**config.mk**
```make
export PLATFORM = sky130hd
export DESIGN_NAME = jbdi_ctrl
export DESIGN_NICKNAME = d
export VERILOG_FILES = /design/src/sv/jbdi_pkg.sv /design/src/sv/jbdi_ctrl.sv
export SDC_FILE = /design/constraint.sdc
export NUM_CORES = 1
export LEC_CHECK = 0
export ABC_AREA = 1
export BUFFER_PORTS_ARGS = -buffer_cell sky130_fd_sc_hd__buf_2
export CAP_MARGIN = 10
export CORE_UTILIZATION = 51
export DETAILED_ROUTE_END_ITERATION = 6
export GPL_TIMING_DRIVEN = 0
export PLACE_DENSITY = 0.86
export SYNTH_ARGS = -nofsm -noshare
export SYNTH_HDL_FRONTEND = slang
export SYNTH_SLANG_ARGS = --single-unit
```
**constraint.sdc**
```tcl
create_clock -name clk -period 1.9 [get_ports clk]
set_input_delay 0.38 -clock clk [delete_from_list [all_inputs] [get_ports clk]]
set_output_delay 0.38 -clock clk [all_outputs]
set_load 0.01 [all_outputs]
```
**src/sv/jbdi_pkg.sv**
```systemverilog
package jbdi_pkg;

  localparam int COEF_BITS_DEF = 16;
  localparam int FRAC_BITS_DEF = 12;
  localparam int VAL_W = 40;
  localparam int ROW_W = 32;
  localparam int PIX_W = 8;

  typedef struct packed {
    logic signed [15:0] coefficient;
    logic [15:0]        quant_step;
  } in_beat_t;

  typedef struct packed {
    logic [PIX_W-1:0] pixel;
    logic             last_of_block;
  } out_beat_t;

  typedef struct packed {
    logic       ld_we;
    logic [5:0] ld_idx;
    logic       col;
    logic [2:0] line;
    logic       rd;
    logic [2:0] rd_idx;
    logic       cap;
    logic [2:0] cap_idx;
    logic [4:0] st;
    logic       wr;
    logic [2:0] wr_idx;
    logic       em_rd;
    logic [5:0] em_idx;
    logic       em_last;
  } cmd_t;

  localparam logic [31:0] INV_SCALE_Q24 [8] = '{
    32'd47453133, 32'd65819386, 32'd62000506, 32'd55798981,
    32'd47453133, 32'd37283687, 32'd25681450, 32'd13092290
  };
  localparam logic [31:0] SQRT2_Q24  = 32'd23726566;
  localparam logic [31:0] ROT_A2_Q24 = 32'd9079764;
  localparam logic [31:0] ROT_A4_Q24 = 32'd21920489;
  localparam logic [31:0] ROT_A5_Q24 = 32'd6420363;

  function automatic logic [31:0] kq(input logic [31:0] k24, input int f);
    return (k24 + (32'd1 << (23 - f))) >> (24 - f);
  endfunction

endpackage

```
**src/sv/jbdi_ctrl.sv**
```systemverilog
module jbdi_ctrl
  import jbdi_pkg::*;
(
  input  logic clk,
  input  logic rst,
  input  logic start,
  output logic busy,
  output cmd_t cmd
);

  typedef enum logic [2:0] {
    S_LOAD = 3'b001,
    S_LINE = 3'b010,
    S_EMIT = 3'b100
  } state_t;

  localparam logic [4:0] STEP_LAST = 5'd21;
  localparam logic [4:0] STEP_ST0  = 5'd9;
  localparam logic [4:0] STEP_WR0  = 5'd14;

  state_t     state, state_next;
  logic [5:0] cnt, cnt_next;
  logic       col, col_next;
  logic [2:0] line, line_next;
  logic [4:0] step, step_next;

  assign busy = (state != S_LOAD);

  always_comb begin
    cmd         = '0;
    cmd.ld_idx  = cnt;
    cmd.ld_we   = (state == S_LOAD) && start;
    cmd.col     = col;
    cmd.line    = line;
    cmd.rd      = (state == S_LINE) && (step < 5'd8);
    cmd.rd_idx  = step[2:0];
    cmd.cap     = (state == S_LINE) && (step >= 5'd1) && (step <= 5'd8);
    cmd.cap_idx = 3'(step - 5'd1);
    for (int i = 0; i < 5; i++) begin
      cmd.st[i] = (state == S_LINE) && (step == STEP_ST0 + 5'(i));
    end
    cmd.wr      = (state == S_LINE) && (step >= STEP_WR0);
    cmd.wr_idx  = 3'(step - STEP_WR0);
    cmd.em_rd   = (state == S_EMIT);
    cmd.em_idx  = cnt;
    cmd.em_last = (cnt == 6'd63);
  end

  always_comb begin
    state_next = state;
    cnt_next   = cnt;
    col_next   = col;
    line_next  = line;
    step_next  = step;
    unique case (state)
      S_LOAD: begin
        if (start) begin
          cnt_next = cnt + 6'd1;
          if (cnt == 6'd63) begin
            state_next = S_LINE;
            col_next   = 1'b0;
            line_next  = 3'd0;
            step_next  = 5'd0;
          end
        end
      end
      S_LINE: begin
        step_next = step + 5'd1;
        if (step == STEP_LAST) begin
          step_next = 5'd0;
          line_next = line + 3'd1;
          if (line == 3'd7) begin
            if (col) begin
              state_next = S_EMIT;
              cnt_next   = 6'd0;
            end else begin
              col_next = 1'b1;
            end
          end
        end
      end
      S_EMIT: begin
        cnt_next = cnt + 6'd1;
        if (cnt == 6'd63) begin
          state_next = S_LOAD;
        end
      end
      default: state_next = S_LOAD;
    endcase
  end

  always_ff @(posedge clk) begin
    if (rst) begin
      state <= S_LOAD;
      cnt   <= '0;
      col   <= 1'b0;
      line  <= '0;
      step  <= '0;
    end else begin
      state <= state_next;
      cnt   <= cnt_next;
      col   <= col_next;
      line  <= line_next;
      step  <= step_next;
    end
  end

endmodule

```
Word-level counts from Yosys, hierarchy flattened
Cells that the tools add are included.
Widths: inputs -> output; s select.
Word-level totals
  input bits: 3
  flip-flop bits (word level): 18
  word-level logic and storage cells: 74
Operators by class
  magnitude comparators: 4
  add/sub/neg operators: 5
  reduce and logical (&&, ||, !) cells: 17
  multiplexer cells: 25
  equality and inequality tests: 18
Operator list (number)
  $mux 3: 9
  $eq 5x4->1 const B: 5
  $mux 6: 4
  $pmux 6 s3: 1
  $mux 5: 3
  $logic_and 1x1->1: 10
  $pmux 5 s2: 1
  $reduce_and 5->1: 2
  $pmux 3 s3: 1
  $ne 2x2->1 const B: 4
  $add 6x1->6 const B: 1
  $eq 3x3->1 const B: 2
  $eq 6x6->1 const B: 1
  $pmux 3 s2: 1
  $reduce_and 6->1: 1
  $add 5x1->5 const B: 1
  $eq 5x5->1 const B: 1
  $ge 5x1->1 const B: 1
  $ge 5x4->1 const B: 1
  $le 5x4->1 const B: 1
  $lt 5x4->1 const B: 1
  $mux 1: 4
  $ne 2x1->1 const B: 2
  $reduce_and 4->1: 1
  10 further kinds: 10

Depth between registers and ports, before layout
Gate-level depths: netlist of run 1.
  word-level depth: 4
  mapped depth: 12
  mapped depth without buffers: 12

Worst setup path before layout of run 1
OpenSTA, ideal clock, no wires.
  kind: register -> output
  start point: register step[1]
  end point: output cmd[12] in the netlist's numbering
  path buffers: 0
  path slack: 0.314 ns
  stages on the path, launching flop included: 5
  arrival: 1.206 ns
  cells stage by stage: dfxtp_1 -> inv_1 -> ha_1 -> inv_1 -> nor4_1
RTL lines
  start, declared: line jbdi_ctrl.sv:25  | logic [4:0] step, step_next;
  start signal, assigned: line jbdi_ctrl.sv:104  | step <= step_next;
  end, declared: line jbdi_ctrl.sv:8  | output cmd_t cmd

==> results of run 1 <==
-- state kept, by name, indices dropped and copies added, names as in the netlist --
| register | count |
|---|---|
| col | 1 |
| step | 5 |
| line | 3 |
| state | 3 |
| cnt | 6 |
-- power groups by stage --
stage | combinational [W] | clock (W) | sequential [W]
after floorplan | 0.000762 | 0 | 0.000579
after global placement | 0.00101 | 0 | 0.000564
after detailed placement | 0.00103 | 0 | 0.000566
after CTS | 0.00104 | 0.000243 | 0.000562
after global routing | 0.00124 | 0.000261 | 0.000589
final | 0.00109 | 0.000236 | 0.000573
-- synthesized netlist by cell type --
cell and number:
o21ai_2 1, nor2_2 4, xor2_1 2, a21oi_2 1, nand4_1 5, nor2_4 2, a21oi_1 12, o21ai_1 2
nor4_1 3, nor2_1 36, or2_2 1, o21ai_0 4, buf_2 3, nand3_2 4, xnor2_1 1, nand2_1 42
buf_4 13, inv_1 18, nor3_1 5, nand3_1 12, dfxtp_1 18, inv_2 6, ha_1 10, buf_1 1
nand2_2 5
-- metal layers --
metal | GRT usage (%) | wire length (µm) | up-vias
met5 | 0 | 0 | -
met4 | 4.27 | 14 | 0
met3 | 5.08 | 164 | 2
met2 | 34.6 | 1450 | 44
met1 | 29.9 | 1500 | 624
li1 | - | - | 752
-- kinds of logic (layout without fill, tap and decap cells) --
group / after synthesis / count (layout) / share of synthesized area (%)
and+or+nand+nor: 119 / 119 / 40.1
DFF: 18 / 18 / 26.1
adders and majority gates: 10 / 10 / 9.07
xor gates and xnor gates: 3 / 3 / 1.91
buffers and inverters: 41 / 87 / 15.0
AOI/OAI and AO/OA: 20 / 20 / 7.80
-- through the flow --
| step | utilization, % | area, µm² | hold slack (ns) | power, W | instances |
|---|---|---|---|---|---|
| final | 68.0 | 1720 | 0.488 | 0.00190 | 287 |
| after CTS | 65.6 | 1660 | 0.484 | 0.00185 | 283 |
| after floorplan | - | 1380 | 0.491 | 0.00134 | 211 |
| after global placement | 63.7 | 1610 | 0.509 | 0.00158 | 279 |
| after global routing | 68.0 | 1720 | 0.499 | 0.00208 | 287 |
| after detailed placement | 63.7 | 1610 | 0.510 | 0.00159 | 279 |
-- final timing paths --
path / startpoint / to / cells after the start
worst min-delay path: rst / cnt[3] / 2
worst max register to register: step[1] / state[1] / 12
worst max-delay path: step[1] / cmd[20] / 7
worst min register to register: step[1] / step[1] / 2
-- what timing repair did --
action                                  4_1_cts  5_1_grt
buffers inserted                              0        4
endpoints found under the setup margin        5        6
pin swaps                                     0        1
gates resized for setup                       7       13
-- cell type report --
| cell class | instances | area (µm²) |
|---|---|---|
| plain buffers | 17 | 129 |
| clock buffers | 4 | 36.3 |
| fillers | 218 | 807 |
| inverters | 24 | 90.1 |
| multi-input cells | 152 | 831 |
| flip-flops and latches | 18 | 372 |
| well taps | 30 | 37.5 |
| repair buffers | 42 | 220 |
==> metrics, run 1 <==
outcome finished, final reports clean; Fin. Hold Viols 0; sequential power share 30.2%; Top Family by Delay on Critical Path flip-flops; chip width 54.0 µm; drt first pass iters 4; CP Capture Type output pin; die area 2920 µm²; root buf cell clkbuf_4; DRC 0; antenna viol nets, final 0; Slew HR 70.0%; Final period util roughly 97%; IO Port Bufs 38; Mapped Nets 224; Global Route Usage Sum 21.8%; Clock Tree Buf Depth 2; CTS Hold Buffers Added 0; R2R Setup Slk 0.30 ns; Synth Register Bits 18; most common cell after layout, fill and taps aside nand2_1; setup slack after layout 0.0616 ns; Post-Syn Instances 211; initial antenna violation count 0; sw power around 0.0009 W; final wirelength 3130 µm; worst skew pair latency approximately 0.29 ns; Max FO, Critical Path 6; Pint 0.00101 W; Power Density between 1000 and 1500 nW/µm²; CP arrival 1.46 ns; Antenna diodes 0; Static Leakage between 0.9 and 1 nW; register area share after synthesis 26.1%; Core Rows 18; CTS Buf Count 3; critical path's largest stage delay 0.37 ns; setup slack at placement 0.174 ns; max-slew violation count 0; Die Y between 50 and 60 µm; Area Overhead vs Synth 24.4%; via-per-instance ratio about 5; DR WL/cell 10.9 µm; synth unique cells 25; setup violators final 0; post-synthesis instance area 1380 µm²; GRT Residual Overflow 0; CTS tree done; Max-cap violations 0; io pins 40; area leader, netlist dfxtp_1; largest net degree at the start of global routing 11; fmax 0.544 GHz; post-DP HPWL 2150 µm; top cell type's share of synthesized area a little over a quarter; Crit Path Class reg -> out; Clk pin slew, worst setup/hold paths 0.10 ns; Logic pwr share between 50% and 60%; setup TNS 0 ns; critical path's slowest cell dfxtp_2; first-pass GRT wire length 4710 µm; critical path required time 1.52 ns; GP Congestion 0.800; routed vias 1422; # clock sinks 18; Worst Clk Skew 0.00187 ns; Clock Power Share 12.4%; Tightest Pin Transition 0.450 ns; Core Area roughly 2500 µm²; share of layout cells above drive strength 1 38.1%; Max VDD drop ~0.0010 V; vias in the first global route 1101; hold crit path type in -> reg; CTS H-tree depth 1; CP Launch Type register; Final Critical Period about 1.8 ns; ranking of synthesized cells by area dfxtp_1, nand2_1, nor2_1, ha_1, buf_4; Yosys Warn Count 0; starting density of the core between 50% and 60%; sw frac 46.9%; 1st-iter DRT viols 44; commonest cells after routing, fill and taps aside nand2_1, buf_2, nor2_1; crit path buf inv count 3; Syn Area/Cell approximately 6.5 µm²; crit-path cells inv_2 > ha_2 > inv_2 > nor3_1 > nor3_1 > nor2_1 > buf_2; nets@finish 271
(Power assumes the default switching activity.)
==> run 2: changes to the inputs <==
Settings changed: PLACE_DENSITY 0.86 to not set, PLACE_DENSITY_LB_ADDON set to 0.15.
==> metrics, run 2 (synthesized netlist as in run 1, its figures left out) <==
Top Family by Delay on Critical Path flip-flops; critical path's largest stage delay 0.36 ns (about the same); max-slew violation count 0 (unchanged); initial antenna violation count 0 (unchanged); crit-path cells buf_6 > inv_1 > ha_1 > a21oi_2 > nor3_1 > nor2_1 > buf_2; routed vias 1506 (+5.9%); via-per-instance ratio 5.11 (+3.0%); Clock Power Share 12.6% (+0.2 points); hold crit path type in -> reg; Tot Pwr 0.00192 W (+1.4%); final wirelength 3350 µm (+7.0%); Core Area 2520 µm² (unchanged); Clock Tree Buf Depth 2 (unchanged); setup TNS 0 ns (unchanged); critical path's slowest cell dfxtp_2; Antenna diodes 0 (unchanged); CTS Hold Buffers Added 0 (unchanged); largest net degree at the start of global routing 11 (unchanged); io pins 40 (unchanged); crit path buf inv count 3 (unchanged); chip width 54.0 µm (unchanged); antenna viol nets, final 0 (unchanged); reg-to-reg startpoint step[0]; Biggest register cnt; post-DP HPWL 2270 µm (+5.3%); Slew HR 70.0% (about the same); Hold Crit Endpoint cnt[3]; Fin. Hold Viols 0 (unchanged); critical path required time 1.52 ns (about the same); Final period util 100% (+3.2 points); share of layout cells above drive strength 1 42.3% (+4.1 points); Hold Path Origin rst; Worst R2R End state[1]; CP Capture Type output pin; GRT Residual Overflow 0 (unchanged); Logic pwr share 57.7% (+0.3 points); die area 2920 µm² (unchanged); nets@finish 279 (+3.0%); Final Critical Period 1.90 ns (+0.0612 ns); M2 GR Usage 37.0% (+2.5 points); Static Leakage 0.953 nW (+4.9%); Final Cell Area 1820 µm² (+6.3%); Pint 0.00102 W (+1.6%); DRC 0 (unchanged); first-pass GRT wire length 4910 µm (+4.3%); R2R Setup Slk 0.34 ns (+0.04 ns); Max VDD drop 0.000986 V (-1.9%); sw frac 46.8% (-0.095 points); 1st-iter DRT viols 54 (+23%); CP Launch Type register; vias in the first global route 1153 (+4.7%); worst skew pair latency 0.29 ns (about the same); Stages on worst setup path 7 (unchanged); Area Overhead vs Synth 32.3%; sequential power share 29.7% (-0.5 points); CP arrival 1.52 ns (+0.06 ns); sw power 0.000901 W (+1.2%); outcome finished, final reports clean; Max-cap violations 0 (unchanged); Clk pin slew, worst setup/hold paths 0.11 ns (about the same); Hold Path Stages 2 (unchanged); # clock sinks 18 (unchanged); Power Density 1050 nW/µm² (-4.6%); fmax 0.526 GHz (-3.2%); CTS H-tree depth 1 (unchanged); Max FO, Critical Path 8 (+2); grt met1 use 30.9% (+0.98 points); starting density of the core 54.7% (unchanged); Crit Path Class reg -> out; placed cell area 1610 µm² (unchanged); Worst Clk Skew 0.00126 ns (-0.000607 ns); most common cell after layout, fill and taps aside nand2_1; GR peak layer met2; commonest cells after routing, fill and taps aside nand2_1, buf_2, nor2_1; Global Route Usage Sum 22.9% (+1.1 points); Tightest Pin Transition 0.449 ns (-0.000914 ns); max reg flops 6 (unchanged); root buf cell clkbuf_4; unrepaired setup endpoints after global routing true; Die Y 54.0 µm (unchanged); GP Congestion 0.854 (+6.7%); drt first pass iters 4 (unchanged); worst-case reg-to-reg path depth 12 (unchanged); Core Rows 18 (unchanged); CTS tree done; worst hold slack 0.487 ns (-0.000900 ns); met3 Resource Use GR 5.37% (+0.28 points); setup violators final 0 (unchanged); largest registers cnt: 6 flops, step: 5 flops; DR WL/cell 11.3 µm (+4.1%); IO Port Bufs 38 (unchanged); CTS Buf Count 3 (unchanged)
-- run 2: cell count changes in the layout (fill, tap and decap cells not counted), moves of 2 or more --
cell,change
nand2_1,-2
ha_1,-2
inv_2,-3
inv_4,+2
ha_4,+2
buf_4,+8
nand2_2,+2
-- run 2: timing repair --
action                     CTS  global route
gates resized for setup      9            21
pin swaps                    0             4
hold endpoints to repair     0             0
setup endpoints to repair    5             7
setup buffers                2            10
-- run 2: worst max path at each step --
stage                   from       to  slack (ns)
detailed placement   step[0]  cmd[20]        0.16
floorplan            step[1]  cmd[12]        0.31
global route         step[2]  cmd[20]       -0.05
global placement     step[0]  cmd[20]        0.16
CTS                 state[2]  cmd[14]       0.009
finish               step[2]  cmd[20]      0.0004
-- run 2: worst register-to-register path, cell delays in order (launching register included) --
cell,delay [ns]
dfxtp_4,0.40
buf_4,0.13
ha_4,0.14
inv_4,0.04
nor2_2,0.08
nand2_2,0.09
nand2_2,0.09
nand2_2,0.06
nor2_4,0.16
nand2_2,0.11
nand2_1,0.08
nand2_1,0.05
nor2_1,0.08
-- run 2: power by group through the flow --
stage                     logic, W  registers, W  clock network (W)
after CTS                  0.00105      0.000559           0.000249
after floorplan           0.000762      0.000579                  0
final                      0.00111      0.000572           0.000242
after global placement     0.00102      0.000562                  0
after global routing       0.00127      0.000587           0.000264
after detailed placement   0.00103      0.000568                  0
-- run 2: through the flow --
step           setup slack, ns  util [%]  instances
2_1_floorplan            0.314         -        211
3_3_place_gp             0.158      63.7        279
3_5_place_dp             0.162      63.7        279
4_1_cts                0.00940      66.6        285
5_1_grt                -0.0455      72.3        295
6_report              0.000383      72.3        295
-- run 2: layout make-up --
| type | instances | area, µm² |
|---|---|---|
| plain buffers | 17 | 129 |
| clock buffers | 4 | 36.3 |
| fillers | 229 | 698 |
| inverters | 24 | 98.8 |
| multi-input cells | 152 | 867 |
| flip-flops and latches | 18 | 375 |
| well taps | 30 | 37.5 |
| repair buffers | 50 | 280 |
-- run 2: per-layer routing --
layer	wire (µm)	share of wire, %	vias to the layer above
met5	0	0	-
met4	28	0.84	0
met3	217	6.5	4
met2	1630	49	60
met1	1470	44	675
li1	-	-	767
==> run 3: changes to the inputs <==
Settings changed: CORE_UTILIZATION 51 to 47.
==> metrics, run 3 (synthesized netlist as in run 1, its figures left out) <==
hold crit path type in -> reg; Area Overhead vs Synth 24.2%; WL met2 1360 µm (-17%); Global Route Usage Sum 19.9% (-2.9 points); CP Launch Type register; 1st-iter DRT viols 46 (-15%); Worst Clk Skew 0.00584 ns (+0.00457 ns); highest metal used met4; Fin. Hold Viols 0 (unchanged); Final Critical Period 1.82 ns (-0.0787 ns); commonest cells after routing, fill and taps aside nand2_1, buf_2, nor2_1; setup violators final 0 (unchanged); DR WL/cell 10.5 µm (-7.1%); initial antenna violation count 0 (unchanged); GP Congestion 0.856 (+0.22%); chip width 56.2 µm (+4.0%); Tightest Pin Transition 0.457 ns (+0.00780 ns); Top cell by count, worst path nor2_1; Crit Path Class reg -> out; CTS tree done; Max VDD drop 0.000971 V (-1.5%); Clk pin slew, worst setup/hold paths 0.10 ns (about the same); Antenna diodes 0 (unchanged); CTS Buf Count 3 (unchanged); largest net degree at the start of global routing 11 (unchanged); Top Family by Delay on Critical Path flip-flops; Clock Tree Buf Depth 2 (unchanged); IO Port Bufs 38 (unchanged); Power Density 1060 nW/µm² (+0.60%); crit path buf inv count 2 (-1); met3 routed WL 96 µm (-56%); fmax 0.549 GHz (+4.3%); outcome finished, final reports clean; placed cell area 1610 µm² (about the same); CTS Hold Buffers Added 0 (unchanged); io pins 40 (unchanged); nets@finish 272 (-2.5%); unrepaired setup endpoints after global routing true; # clock sinks 18 (unchanged); Core Area 2760 µm² (+9.3%); via-per-instance ratio 4.88 (-4.4%); starting density of the core 50.0% (-4.7 points); vias in the first global route 1136 (-1.5%); max reg flops 6 (unchanged); Die Y 56.2 µm (+4.0%); Core Rows 19 (+1); drt first pass iters 4 (unchanged); GRT Residual Overflow 0 (unchanged); CP Capture Type output pin; crit-path cells inv_2 > ha_1 > nand2_1 > nor2_1 > nor3_1 > nor2_1 > buf_2; final core utilization 62.1% (-10 points); post-DP HPWL 2250 µm (-0.88%); Final Cell Area 1710 µm² (-6.1%); critical path's slowest cell dfxtp_4; CTS H-tree depth 1 (unchanged); Biggest register cnt; largest registers cnt: 6 flops, step: 5 flops; DRT met1 WL 1550 µm (+5.6%); worst skew pair latency 0.29 ns (about the same); max-slew violation count 0 (unchanged); CP arrival 1.44 ns (-0.08 ns); Static Leakage 0.908 nW (-4.8%); first-pass GRT wire length 5030 µm (+2.5%); most common cell after layout, fill and taps aside nand2_1; critical path required time 1.52 ns (about the same); die area 3150 µm² (+8.2%); share of layout cells above drive strength 1 37.7% (-4.5 points); Final period util 95.8% (-4.1 points); critical path's largest stage delay 0.39 ns (+0.03 ns); Slew HR 69.5% (-0.52 points); antenna viol nets, final 0 (unchanged); root buf cell clkbuf_4; DRC 0 (unchanged); final wirelength 3040 µm (-9.3%); Max FO, Critical Path 6 (-2); routed vias 1405 (-6.7%); Max-cap violations 0 (unchanged)
## run 3: metrics by stage
step | setup slack (ns) | hold slack [ns] | setup TNS [ns] | std cells | power, W
final | 0.0791 | 0.483 | 0 | 288 | 0.00182
after global routing | -0.0325 | 0.490 | -0.0924 | 288 | 0.00202
after CTS | 0.0138 | 0.482 | 0 | 285 | 0.00180
after detailed placement | 0.158 | 0.510 | 0 | 280 | 0.00159
after global placement | 0.161 | 0.510 | 0 | 280 | 0.00159
after floorplan | 0.314 | 0.491 | 0 | 211 | 0.00134
## run 3: repair_timing
item | 4_1_cts | 5_1_grt
setup endpoints to repair | 5 | 7
resized for setup | 8 | 12
pin swaps | 0 | 1
setup buffers | 2 | 3
## run 3: power by group
group | internal (W) | switching [W] | leakage, nW
logic | 0.000408 | 0.000652 | 0.744
clock network | 0.0000737 | 0.000116 | 0.0138
registers | 0.000470 | 0.0000972 | 0.150
## run 3: final cells by class
type | count | area (µm²)
flip-flops and latches | 18 | 373
plain buffers | 17 | 129
multi-input cells | 152 | 832
repair buffers | 43 | 228
well taps | 31 | 38.8
clock buffers | 3 | 22.5
inverters | 24 | 90.1
fillers | 268 | 1040
## run 3: metal layers
layer / vias up / track usage [%]
li1: 757 / -
met1: 619 / 27.6
met2: 24 / 31.5
met3: 5 / 3.49
met4: 0 / 6.27
met5: - / 0
## run 3: worst reg2reg max path: cells and delay by family, from the launching register on
| family | cells | cell delay (ns) |
|---|---|---|
| and+or+nand+nor | 9 | 0.82 |
| DFF | 1 | 0.39 |
| adders and majority gates | 1 | 0.18 |
| buffers and inverters | 2 | 0.16 |
## run 3: final timing paths
path | startpoint | to | slack [ns] | cells past startpoint
worst max-delay path | step[0] | cmd[20] | 0.08 | 7
worst min-delay path | start | state[0] | 0.48 | 4
worst max register to register | step[1] | state[2] | 0.31 | 12
worst min register to register | step[0] | step[0] | 0.52 | 2
